[src/stpid_pkg.sv]
// Shared types, widths and codes for the slip traction PID block.
package stpid_pkg;

    localparam int SPEED_WIDTH = 16;
    localparam int FIELD_W     = 16;
    localparam int SPD_W       = (SPEED_WIDTH < FIELD_W) ? SPEED_WIDTH : FIELD_W;
    localparam int SUM_W       = SPD_W + 1;
    localparam int QUO_W       = SUM_W + 16;
    localparam int DIV_STEPS   = QUO_W;
    localparam int CNT_W       = $clog2(DIV_STEPS + 1);

    localparam int GAIN_W  = 16;
    localparam int THR_W   = 23;
    localparam int SLIP_W  = 24;
    localparam int PREV_W  = 25;
    localparam int INTEG_W = 32;
    localparam int MUL_A_W = GAIN_W + 1;
    localparam int MUL_B_W = 32;
    localparam int PROD_W  = MUL_A_W + MUL_B_W;
    localparam int ACC_W   = PROD_W + 2;
    localparam int MULT_W  = 17;

    localparam int CFG_IDX_W  = 3;
    localparam int CFG_DATA_W = 23;

    localparam logic [SLIP_W-1:0] SLIP_MAX = 24'd8388607;
    localparam logic [MULT_W-1:0] ONE_Q16  = 17'd65536;

    typedef enum logic [CFG_IDX_W-1:0] {
        REG_KP_NORMAL = 3'd0,
        REG_KI_NORMAL = 3'd1,
        REG_KD_NORMAL = 3'd2,
        REG_KP_HIGH   = 3'd3,
        REG_KI_HIGH   = 3'd4,
        REG_KD_HIGH   = 3'd5,
        REG_SLIP_THR  = 3'd6
    } t_reg_idx;

    typedef struct packed {
        logic [GAIN_W-1:0] kp_normal;
        logic [GAIN_W-1:0] ki_normal;
        logic [GAIN_W-1:0] kd_normal;
        logic [GAIN_W-1:0] kp_high;
        logic [GAIN_W-1:0] ki_high;
        logic [GAIN_W-1:0] kd_high;
        logic [THR_W-1:0]  slip_limit;
    } t_cfg;

    typedef enum logic [2:0] {
        S_IDLE,
        S_DIV,
        S_SLIP,
        S_MUL_P,
        S_MUL_I,
        S_MUL_D,
        S_ACC,
        S_DONE
    } t_state;

    typedef enum logic [1:0] {
        MUL_P,
        MUL_I,
        MUL_D
    } t_mul_sel;

    typedef struct packed {
        logic     load;
        logic     div_step;
        logic     slip_upd;
        logic     mul_en;
        t_mul_sel mul_sel;
        logic     acc_clr;
        logic     acc_add;
        logic     out_load;
    } t_cmd;

    typedef struct packed {
        logic out_free;
    } t_status;

endpackage

[src/stpid_cfg.sv]
// Configuration register file: gains and slip threshold.
module stpid_cfg (
    input  logic                             i_clk,
    input  logic                             i_rst_n,
    input  logic                             i_cfg_valid,
    input  logic [stpid_pkg::CFG_IDX_W-1:0]  i_cfg_index,
    input  logic [stpid_pkg::CFG_DATA_W-1:0] i_cfg_data,
    output stpid_pkg::t_cfg                  o_cfg
);
    import stpid_pkg::*;

    t_cfg r_cfg;

    always_ff @(posedge i_clk) begin
        if (!i_rst_n) begin
            r_cfg.kp_normal  <= 16'd13107;
            r_cfg.ki_normal  <= 16'd1311;
            r_cfg.kd_normal  <= 16'd6554;
            r_cfg.kp_high    <= 16'd19661;
            r_cfg.ki_high    <= 16'd1966;
            r_cfg.kd_high    <= 16'd9830;
            r_cfg.slip_limit <= 23'd6554;
        end else if (i_cfg_valid) begin
            unique case (i_cfg_index)
                REG_KP_NORMAL: r_cfg.kp_normal  <= i_cfg_data[GAIN_W-1:0];
                REG_KI_NORMAL: r_cfg.ki_normal  <= i_cfg_data[GAIN_W-1:0];
                REG_KD_NORMAL: r_cfg.kd_normal  <= i_cfg_data[GAIN_W-1:0];
                REG_KP_HIGH:   r_cfg.kp_high    <= i_cfg_data[GAIN_W-1:0];
                REG_KI_HIGH:   r_cfg.ki_high    <= i_cfg_data[GAIN_W-1:0];
                REG_KD_HIGH:   r_cfg.kd_high    <= i_cfg_data[GAIN_W-1:0];
                REG_SLIP_THR:  r_cfg.slip_limit <= i_cfg_data[THR_W-1:0];
                default: ;  // unmapped index, write dropped
            endcase
        end
    end

    assign o_cfg = r_cfg;

endmodule

[src/stpid_ctrl.sv]
// Controller state machine sequencing divide, PID multiplies and output.
module stpid_ctrl (
    input  logic                i_clk,
    input  logic                i_rst_n,
    input  logic                i_in_valid,
    output logic                o_in_ready,
    input  stpid_pkg::t_status  i_status,
    output stpid_pkg::t_cmd     o_cmd
);
    import stpid_pkg::*;

    t_state           r_state, n_state;
    logic [CNT_W-1:0] r_cnt, n_cnt;
    logic             div_last;

    assign div_last = (r_cnt == CNT_W'(DIV_STEPS - 1));

    always_comb begin
        n_state = r_state;
        n_cnt   = r_cnt;
        unique case (r_state)
            S_IDLE: begin
                n_cnt = '0;
                if (i_in_valid) n_state = S_DIV;
            end
            S_DIV: begin
                n_cnt = r_cnt + CNT_W'(1);
                if (div_last) n_state = S_SLIP;
            end
            S_SLIP:  n_state = S_MUL_P;
            S_MUL_P: n_state = S_MUL_I;
            S_MUL_I: n_state = S_MUL_D;
            S_MUL_D: n_state = S_ACC;
            S_ACC:   n_state = S_DONE;
            S_DONE: begin
                if (i_status.out_free) n_state = S_IDLE;
            end
            default: n_state = S_IDLE;
        endcase
    end

    always_comb begin
        o_cmd      = '0;
        o_cmd.mul_sel = MUL_P;
        o_in_ready = 1'b0;
        unique case (r_state)
            S_IDLE: begin
                o_in_ready = 1'b1;
                o_cmd.load = i_in_valid;
            end
            S_DIV:   o_cmd.div_step = 1'b1;
            S_SLIP:  o_cmd.slip_upd = 1'b1;
            S_MUL_P: begin
                o_cmd.mul_en  = 1'b1;
                o_cmd.mul_sel = MUL_P;
                o_cmd.acc_clr = 1'b1;
            end
            S_MUL_I: begin
                o_cmd.mul_en  = 1'b1;
                o_cmd.mul_sel = MUL_I;
                o_cmd.acc_add = 1'b1;
            end
            S_MUL_D: begin
                o_cmd.mul_en  = 1'b1;
                o_cmd.mul_sel = MUL_D;
                o_cmd.acc_add = 1'b1;
            end
            S_ACC:   o_cmd.acc_add  = 1'b1;
            S_DONE:  o_cmd.out_load = i_status.out_free;
            default: ;
        endcase
    end

    always_ff @(posedge i_clk) begin
        if (!i_rst_n) begin
            r_state <= S_IDLE;
            r_cnt   <= '0;
        end else begin
            r_state <= n_state;
            r_cnt   <= n_cnt;
        end
    end

    a_accept_starts_div: assert property (@(posedge i_clk) disable iff (!i_rst_n)
        (o_in_ready && i_in_valid) |=> (r_state == S_DIV && r_cnt == '0))
        else $error("accepted item did not start the divider");

    a_div_count_bound: assert property (@(posedge i_clk) disable iff (!i_rst_n)
        (r_state == S_DIV) |-> (r_cnt < CNT_W'(DIV_STEPS)))
        else $error("divider step count overran");

    a_done_waits_for_slot: assert property (@(posedge i_clk) disable iff (!i_rst_n)
        (r_state == S_DONE && !i_status.out_free) |=> (r_state == S_DONE))
        else $error("result dropped while output register full");

endmodule

[src/stpid_dp.sv]
// Datapath: wheel sums, restoring divider, PID state, shared multiplier, output register.
module stpid_dp (
    input  logic                          i_clk,
    input  logic                          i_rst_n,
    input  stpid_pkg::t_cmd               i_cmd,
    output stpid_pkg::t_status            o_status,
    input  stpid_pkg::t_cfg               i_cfg,
    input  logic [stpid_pkg::FIELD_W-1:0] i_fl,
    input  logic [stpid_pkg::FIELD_W-1:0] i_fr,
    input  logic [stpid_pkg::FIELD_W-1:0] i_rl,
    input  logic [stpid_pkg::FIELD_W-1:0] i_rr,
    output logic                          o_valid,
    input  logic                          i_ready,
    output logic [stpid_pkg::MULT_W-1:0]  o_mult,
    output logic signed [stpid_pkg::SLIP_W-1:0] o_slip,
    output logic                          o_high,
    output logic                          o_reducing
);
    import stpid_pkg::*;

    // operand capture and divider
    logic [SUM_W-1:0] front, rear, diff;
    logic             neg;
    logic [SUM_W-1:0] r_front;
    logic             r_neg, r_fzero;
    logic [SUM_W-1:0] r_rem;
    logic [QUO_W-1:0] r_quo;
    logic [SUM_W:0]   trial;
    logic             q_bit;

    assign front = SUM_W'(i_fl[SPD_W-1:0]) + SUM_W'(i_fr[SPD_W-1:0]);
    assign rear  = SUM_W'(i_rl[SPD_W-1:0]) + SUM_W'(i_rr[SPD_W-1:0]);
    assign neg   = (rear < front);
    assign diff  = neg ? (front - rear) : (rear - front);
    assign trial = {r_rem, r_quo[QUO_W-1]};
    assign q_bit = (trial >= {1'b0, r_front});

    always_ff @(posedge i_clk) begin
        if (i_cmd.load) begin
            r_front <= front;
            r_neg   <= neg;
            r_fzero <= (front == '0);
            r_rem   <= '0;
            r_quo   <= {diff, 16'd0};
        end else if (i_cmd.div_step) begin
            r_rem <= q_bit ? SUM_W'(trial - {1'b0, r_front}) : SUM_W'(trial);
            r_quo <= {r_quo[QUO_W-2:0], q_bit};
        end
    end

    // slip saturation, gain selection, integral and derivative
    logic signed [SLIP_W-1:0]  slip_new;
    logic                      high_new;
    logic signed [INTEG_W:0]   integ_sum;
    logic signed [INTEG_W-1:0] integ_new;
    logic signed [SLIP_W-1:0]  r_slip;
    logic signed [PREV_W-1:0]  r_prev;
    logic signed [INTEG_W-1:0] r_integ;
    logic signed [PREV_W:0]    r_deriv;
    logic                      r_high;
    logic [GAIN_W-1:0]         r_kp, r_ki, r_kd;

    always_comb begin
        if (r_fzero) begin
            slip_new = '0;
        end else if (!r_neg) begin
            slip_new = (r_quo > QUO_W'(SLIP_MAX)) ? SLIP_MAX : SLIP_W'(r_quo);
        end else if (r_quo > QUO_W'(ONE_Q16)) begin
            slip_new = -SLIP_W'(ONE_Q16);
        end else begin
            slip_new = -SLIP_W'(r_quo);
        end
    end

    // signed compare: negative slip never selects the high set
    assign high_new  = (slip_new > $signed({1'b0, i_cfg.slip_limit}));
    assign integ_sum = (INTEG_W + 1)'(r_integ) + (INTEG_W + 1)'(slip_new);

    always_comb begin
        if (integ_sum > $signed({2'b00, {(INTEG_W - 1){1'b1}}})) begin
            integ_new = {1'b0, {(INTEG_W - 1){1'b1}}};
        end else if (integ_sum < $signed({2'b11, {(INTEG_W - 1){1'b0}}})) begin
            integ_new = {1'b1, {(INTEG_W - 1){1'b0}}};
        end else begin
            integ_new = integ_sum[INTEG_W-1:0];
        end
    end

    always_ff @(posedge i_clk) begin
        if (!i_rst_n) begin
            r_integ <= '0;
            r_prev  <= '0;
        end else if (i_cmd.slip_upd) begin
            r_integ <= integ_new;
            r_prev  <= PREV_W'(slip_new);
        end
    end

    always_ff @(posedge i_clk) begin
        if (i_cmd.slip_upd) begin
            r_slip  <= slip_new;
            r_deriv <= (PREV_W + 1)'(slip_new) - (PREV_W + 1)'(r_prev);
            r_high  <= high_new;
            r_kp    <= high_new ? i_cfg.kp_high : i_cfg.kp_normal;
            r_ki    <= high_new ? i_cfg.ki_high : i_cfg.ki_normal;
            r_kd    <= high_new ? i_cfg.kd_high : i_cfg.kd_normal;
        end
    end

    // shared multiplier and accumulator
    logic signed [MUL_A_W-1:0] mul_a;
    logic signed [MUL_B_W-1:0] mul_b;
    logic signed [PROD_W-1:0]  r_prod;
    logic signed [ACC_W-1:0]   r_acc;

    always_comb begin
        unique case (i_cmd.mul_sel)
            MUL_P: begin
                mul_a = $signed({1'b0, r_kp});
                mul_b = MUL_B_W'(r_slip);
            end
            MUL_I: begin
                mul_a = $signed({1'b0, r_ki});
                mul_b = MUL_B_W'(r_integ);
            end
            MUL_D: begin
                mul_a = $signed({1'b0, r_kd});
                mul_b = MUL_B_W'(r_deriv);
            end
            default: begin
                mul_a = '0;
                mul_b = '0;
            end
        endcase
    end

    always_ff @(posedge i_clk) begin
        if (i_cmd.mul_en) r_prod <= PROD_W'(mul_a) * PROD_W'(mul_b);
        if (i_cmd.acc_clr) begin
            r_acc <= '0;
        end else if (i_cmd.acc_add) begin
            r_acc <= r_acc + ACC_W'(r_prod);
        end
    end

    // cut = clamp(pid, 0, 1.0) in Q.16
    logic [MULT_W-1:0] cut;

    always_comb begin
        if (r_acc[ACC_W-1] || r_acc == '0) begin
            cut = '0;
        end else if (r_acc[ACC_W-2:32] != '0) begin
            cut = ONE_Q16;
        end else begin
            cut = MULT_W'(r_acc[31:16]);
        end
    end

    // output register
    logic r_valid;

    assign o_status.out_free = !r_valid || i_ready;

    always_ff @(posedge i_clk) begin
        if (!i_rst_n) begin
            r_valid <= 1'b0;
        end else if (i_cmd.out_load) begin
            r_valid <= 1'b1;
        end else if (i_ready) begin
            r_valid <= 1'b0;
        end
    end

    always_ff @(posedge i_clk) begin
        if (i_cmd.out_load) begin
            o_mult     <= ONE_Q16 - cut;
            o_slip     <= r_slip;
            o_high     <= r_high;
            o_reducing <= (cut != '0);
        end
    end

    assign o_valid = r_valid;

endmodule

[src/slip_traction_pid.sv]
// Top level of the gain-scheduled slip traction PID controller.
// Each input transfer passes through 33 divider steps of the restoring divider,
//   a slip update, 4 multiply/accumulate steps and an output load before the result is valid.
// Only one item is in flight: the next transfer is taken in the idle state once the
//   result has been loaded; the serial divider dominates, and the block also waits
//   while the output register stays full.
// Reset (i_rst_n low, synchronous): gains and threshold to defaults, integral and
//   previous slip to zero, no result pending.
module slip_traction_pid (
    input  logic        i_clk,
    input  logic        i_rst_n,
    // input stream
    input  logic        s_axis_tvalid,
    output logic        s_axis_tready,
    // [15:0] front_left_speed, [31:16] front_right_speed,
    // [47:32] rear_left_speed, [63:48] rear_right_speed
    input  logic [63:0] s_axis_tdata,
    // result stream
    output logic        m_axis_tvalid,
    input  logic        m_axis_tready,
    // [16:0] torque_multiplier, [40:17] slip_ratio, [47:41] zero
    output logic [47:0] m_axis_tdata,
    // [0] high_gain_active, [1] reducing
    output logic [1:0]  m_axis_tuser,
    // configuration write channel
    input  logic        i_cfg_valid,
    output logic        o_cfg_ready,
    input  logic [stpid_pkg::CFG_IDX_W-1:0]  i_cfg_index,
    input  logic [stpid_pkg::CFG_DATA_W-1:0] i_cfg_data
);
    import stpid_pkg::*;

    t_cfg    cfg;
    t_cmd    cmd;
    t_status status;

    logic [MULT_W-1:0]        mult;
    logic signed [SLIP_W-1:0] slip;
    logic                     high, reducing;

    // registers always take a write transfer
    assign o_cfg_ready = 1'b1;

    stpid_cfg u_cfg (
        .i_clk       (i_clk),
        .i_rst_n     (i_rst_n),
        .i_cfg_valid (i_cfg_valid),
        .i_cfg_index (i_cfg_index),
        .i_cfg_data  (i_cfg_data),
        .o_cfg       (cfg)
    );

    // sequencer: one item in flight, ready only when idle
    stpid_ctrl u_ctrl (
        .i_clk      (i_clk),
        .i_rst_n    (i_rst_n),
        .i_in_valid (s_axis_tvalid),
        .o_in_ready (s_axis_tready),
        .i_status   (status),
        .o_cmd      (cmd)
    );

    // arithmetic and the output register, which parts the two stream sides
    stpid_dp u_dp (
        .i_clk      (i_clk),
        .i_rst_n    (i_rst_n),
        .i_cmd      (cmd),
        .o_status   (status),
        .i_cfg      (cfg),
        .i_fl       (s_axis_tdata[15:0]),
        .i_fr       (s_axis_tdata[31:16]),
        .i_rl       (s_axis_tdata[47:32]),
        .i_rr       (s_axis_tdata[63:48]),
        .o_valid    (m_axis_tvalid),
        .i_ready    (m_axis_tready),
        .o_mult     (mult),
        .o_slip     (slip),
        .o_high     (high),
        .o_reducing (reducing)
    );

    assign m_axis_tdata = {7'd0, slip, mult};
    assign m_axis_tuser = {reducing, high};

endmodule
[config.mk]
export PLATFORM = sky130hd
export DESIGN_NAME = slip_traction_pid
export DESIGN_NICKNAME = d
export VERILOG_FILES = /design/src/stpid_pkg.sv /design/src/stpid_cfg.sv /design/src/stpid_ctrl.sv /design/src/stpid_dp.sv /design/src/slip_traction_pid.sv
export SDC_FILE = /design/constraint.sdc
export NUM_CORES = 2
export LEC_CHECK = 0
export CAP_MARGIN = 15
export CORE_MARGIN = 8
export CORE_UTILIZATION = 55
export CTS_BUF_LIST = sky130_fd_sc_hd__clkbuf_16
export CTS_CLUSTER_SIZE = 40
export DETAILED_ROUTE_END_ITERATION = 12
export DONT_BUFFER_PORTS = 1
export MAX_ROUTING_LAYER = met4
export PLACE_DENSITY = 0.7
export SLEW_MARGIN = 20
export SYNTH_ARGS = -nofsm -noshare
export SYNTH_HDL_FRONTEND = slang
export SYNTH_SLANG_ARGS = --single-unit
[constraint.sdc]
create_clock -name i_clk -period 9.6 [get_ports i_clk]
set_input_delay 1.44 -clock i_clk [delete_from_list [all_inputs] [get_ports i_clk]]
set_output_delay 1.44 -clock i_clk [all_outputs]
set_load 0.02 [all_outputs]
-- After elaboration in Yosys (flattened, before gate mapping)
Index checks and enable logic that the tools add are counted.
- $add $sub $neg: 11
- $mul: 1
- div/mod/pow operators: 0
- $lt $le $gt $ge: 7
- equal/unequal tests: 19
- shift operators: 0
- multiplexer cells: 32
- bitwise operators: 0
- reductions and logical operators: 22
- operator list (kind ; count):
    $mux 24 ; 4
    $pmux 32 s3 ; 1
    $mux 17 ; 4
    $mux 33 ; 2
    $mux 32 ; 2
    $add 51x49->51 ; 1
    $logic_not 51->1 ; 1
    $sub 17x17->17 ; 3
    $mul 17x32->49 ; 1
    $mux 16 ; 3
    $pmux 16 s3 ; 1
    $add 16x16->17 ; 2
    $add 32x24->33 ; 1
    $gt 33x17->1 const B ; 1
    $gt 33x23->1 const B ; 1
    $gt 33x32->1 const B ; 1
    $lt 33x32->1 const B ; 1
    $sub 24x24->25 ; 1
    $gt 24x24->1 ; 1
    $neg 24->24 ; 1
    $pmux 3 s8 ; 1
    $eq 3x3->1 const B ; 7
    $ge 18x17->1 ; 1
    $reduce_bool 18->1 ; 1
    other kinds (24) ; 49
- register bits: 496
- bits in latches: 0
- RAM bits: 0
- ROM bits: 0
- output and inout port bits: 53
- word-level logic and storage cells: 122
- memories kept: 0

-- Depth between registers and ports, before layout
- depth after elaboration: 8
- gate-level depth with buffers: 32
- depth with buffers taken out: 27

-- By module
From an unflattened synthesis, not the netlist that was laid out.
- cells, all modules: 5322
- area total of the unflattened synthesis: 48136.2 µm²
- by module, submodules not included (module ; instances ; cells each ; area an instance (µm²)):
    stpid_dp ; 1 ; 4797 ; 42914.9
    stpid_cfg ; 1 ; 440 ; 4600.7
    stpid_ctrl ; 1 ; 73 ; 538.0
    slip_traction_pid ; 1 ; 12 ; 82.6

-- Worst setup path before layout
No wires, ideal clock.
- kind: flip-flop to flip-flop
- start: register u_ctrl.r_state[0]
- end: register u_dp.r_prod[41], data pin
- library setup time: 0.259 ns
- arrival: 7.542 ns
- data required time: 9.341 ns
- path slack: 1.800 ns
- cell stages (with the launch flop): 28
- path buffers: 4
- period minus slack after synthesis: 7.800 ns
- path through: dfxtp_1 clkbuf_1 buf_1 clkbuf_1 mux2i_1 o21ai_1 clkbuf_1 nand2_1 fa_1 fa_1 inv_1 fa_1 inv_1 fa_1 fa_1 fa_1 inv_1 ha_1 and3_1 and3_1 a32oi_1 o32a_1 a211oi_1 a311oi_1 o21a_1 o21bai_1 a21oi_1 xnor2_1
- cells in the longest elaborated chain, start to end: 5
- elaborated cells between the ends (all ways): 10
- classes of those cells: mul (1); eq/ne (5); mux (3); reduce/logical (1)
- ends and longest elaborated chain (element ; RTL line ; source):
    start, declared ; stpid_ctrl.sv:12 ; t_state r_state, n_state;
    start signal, assigned ; stpid_ctrl.sv:79 ; r_state <= n_state;
    $eq 3x3->1 / $eq 3x2->1 (equally long branches) ; stpid_ctrl.sv:46 ; unique case (r_state)
    $pmux 3 s3 * ; stpid_ctrl.sv:46 ;
    $eq 2x2->1 (tied with other cells) ; stpid_dp.sv:117 ; unique case (i_cmd.mul_sel)
    $pmux 16 s3 / $pmux 32 s3 (equally long branches) ; stpid_dp.sv:117 ;
    $mul 17x32->49 * ; stpid_dp.sv:138 ; if (i_cmd.mul_en) r_prod <= PROD_W'(mul_a) * PROD_W'(mul_b);
    end signal, assigned ; stpid_dp.sv:138 ;
    end, declared ; stpid_dp.sv:113 ; logic signed [PROD_W-1:0] r_prod;
Every way passes the cells marked *; elsewhere a longest branch is shown, timed or not.
A chain may end at the register's enable or synchronous reset.

-- Worst setup path after layout
- start: register u_ctrl.r_state[1]
- end: register u_dp.r_prod[41], data pin
The elaborated chain is that of the path after synthesis.

==> metrics.md <==
| Metric | Value |
|---|---|
| Comb pwr share | `23.3%` |
| Initial Util | `55.2%` |
| RSZ-0062 raised after global routing | `false` |
| Setup TNS | `0 ps` |
| DIE WIDTH | `310 µm` |
| Hold Worst Slack | `452 ps` |
| Clock skew | `94.4 ps` |
| Starting DRT DRC Count | `2875` |
| Cts repair resizes | `0` |
| Post-synth EDFFs | `226` |
| H-tree levels | `2` |
| GR Overflow Total | `0` |
| Layout cell share with drive strength beyond 1 | `5.20%` |
| Clock Power Share | `37.2%` |
| Sw Ratio | `30.7%` |
| DRT Pass-1 Iters | `5` |
| Detailed Route WL | `125000 µm` |
| Post CTS Setup Buffer Count | `0` |
| PortBufs | `0` |
| Via density | `5.74` |
| Status | `finished clean` |
| Synth top area share | `20.9%` |
| Max_cap viols | `0` |
| Register area | `12200 µm²` |
| Largest net degree at the start of global routing | `99` |
| Ranking of synthesized cells by area | `fa_1 (21%), edfxtp_1 (14%), dfxtp_1 (11%), ha_1 (8.8%), nand2_1 (6.5%)` |
| Peak VDD IR | `0.000160 V` |
| Yosys top cell by area | `fa_1` |
| Place WS | `1140 ps` |
| CP required | `9950 ps` |
| Multi-input logic area | `31800 µm²` |
| Switching pwr | `1.84 mW` |
| Clock transition at path regs | `70 ps` |
| Worst-path fanout max | `50` |
| Period utilization | `89.0%` |
| Cells after synthesis | `5444` |
| GPL Wtd Cong | `0.940` |
| Drt drc | `0` |
| Final hold vios | `0` |
| Filler cells | `7613` |
| PwrDens | `118 nW/µm²` |
| Min Clock Period, post-route | `8550 ps` |
| Global-route wire length before repair | `199000 µm` |
| Clk sinks | `495` |
| Most frequent cell after synthesis | `nand2_1` |
| Worst slew margin relative to its limit | `24.6%` |
| Syn Area/Cell | `8.75 µm²` |
| Leakage power | `22.8 nW` |
| # hold bufs at CTS | `0` |
| HPWL after DPL | `97000 µm` |
| Reg power frac | `39.6%` |
| WP data arrival | `8890 ps` |
| Ports | `148` |
| Core Area | `86300 µm²` |
| Crit path capture type | `flip-flop` |
| Cell-internal power | `4.15 mW` |
| # rows | `108` |
| Clock root cell | `clkbuf_16` |
| Final Core Density | `58.6%` |
| Vias | `37500` |
| Startpoint types | `flip-flop` |
| Crit path kind | `flip-flop to flip-flop` |
| Ant diodes | `0` |
| Hold crit path type | `flip-flop to flip-flop` |
| Worst-Margin Slew | `1120 ps` |
| Vias in the first global route | `36700` |
| Total CTS buffers | `56` |
| Post-route ant nets | `0` |
| Clock Latency Late Sink | `690 ps` |
| Fin nets | `6259` |
| CTS tree | `done` |
| Max Freq | `0.117 GHz` |
| Fin. max-slew vios | `0` |
| Initial antenna violation count | `1` |
| Fin worst setup slack | `1050 ps` |
| Total die area | `96300 µm²` |
| Fraction of registers with async set/reset | `0%` |
| Commonest cells in the netlist | `nand2_1 (828), inv_1 (744), fa_1 (497)` |
| Clock buffer depth | `3` |
| #FFs+latches synth | `495` |
| Final setup viols | `0` |
| Top_reg_cell synth | `dfxtp_1` |
| Total Routing Usage GR | `26.4%` |
| Layout area overhead | `6.26%` |
| Synth Warn # | `0` |
| Seq/Total Area, Yosys | `25.5%` |
| Synth cell types | `99` |
| Die Y | `310 µm` |
| Synth Cell Area | `47600 µm²` |
| Post-DR wirelength/cell | `19.2 µm` |
[worst max-delay path, stage by stage (launching register included)]
cell and delay (ps):
dfxtp_1 500, nand2b_4 540, buf_4 390, nand2_1 110, o21ai_1 460, nand2b_1 180
fa_1 470, fa_1 530, fa_1 520, inv_1 50, fa_1 460, fa_1 540
inv_1 50, fa_1 520, inv_1 40, ha_1 360, and3_1 200, and3_1 160
a32oi_1 160, o32a_1 450, a211oi_1 630, a311oi_1 280, o21a_1 280, o21bai_1 130
a21oi_1 100, xnor2_1 130
[per-stage QoR]
step,cells,area (µm²),power [mW]
after detailed placement,6430,48700,3.79
after CTS,6535,50600,6.02
after floorplan,5450,47700,3.48
after global routing,6535,50600,6.26
final,6535,50600,5.99
after global placement,6430,48700,3.77
[final timing paths]
kind,end,slack (ps),start,cells after the start
setup reg to reg,u_dp.r_prod[41],1050,u_ctrl.r_state[1],25
hold / removal,u_cfg.o_cfg[96],450,u_cfg.o_cfg[96],2
setup / recovery,u_dp.r_prod[41],1050,u_ctrl.r_state[1],25
hold reg to reg,u_cfg.o_cfg[96],450,u_cfg.o_cfg[96],2
[cells in the final DEF (no fill, tap or decap), drive strengths merged, types with 68 or more instances in the layout]
master	instances
ha	334
dfxtp	269
inv	763
o21a	95
fa	497
edfxtp	226
mux2i	68
o21ai	280
a21oi	370
xnor2	138
a21o	106
nand2	829
nor2	380
nand3	124
[registers in the layout, indices dropped and copies added, names as in the netlist, 24 cells and up]
| name | flops |
|---|---|
| u_dp.r_quo | 33 |
| u_dp.r_slip | 24 |
| u_dp.r_deriv | 25 |
| u_dp.o_slip | 24 |
| u_dp.r_integ | 32 |
| u_dp.r_prev | 24 |
| u_dp.r_prod | 49 |
| u_dp.r_acc | 51 |
| u_cfg.o_cfg | 119 |
[power groups by stage]
stage          logic, mW  clock network [mW]  registers, mW
4_1_cts             1.38                2.27           2.37
3_3_place_gp        1.36                   0           2.41
5_1_grt             1.54                2.34           2.38
2_1_floorplan       1.10                   0           2.38
6_report            1.39                2.23           2.37
3_5_place_dp        1.37                   0           2.41
[final cells by class]
type,count,area share (%)
clock buffer,56,2.77
clock inverter,49,1.04
timing repair buffer,62,0.919
inverter,747,5.55
sequential,495,24.1
tap,1155,2.85
multi-input combinational,3971,62.8
[cell families after synthesis]
kind of cell	synth area share [%]
buffers and inverters	7.96
AOI/OAI and AO/OA	14.8
DFF	25.5
muxes	2.82
and+or+nand+nor	15.2
other	0.0158
adders and majority gates	30.0
xor gates and xnor gates	3.64
[layer usage]
metal	part of all wire, %	track usage (%)
met1	45	36.3
met2	45	41.0
met3	7.3	3.63
met4	2.9	7.21
met5	0	-
(Power assumes the default switching activity.)
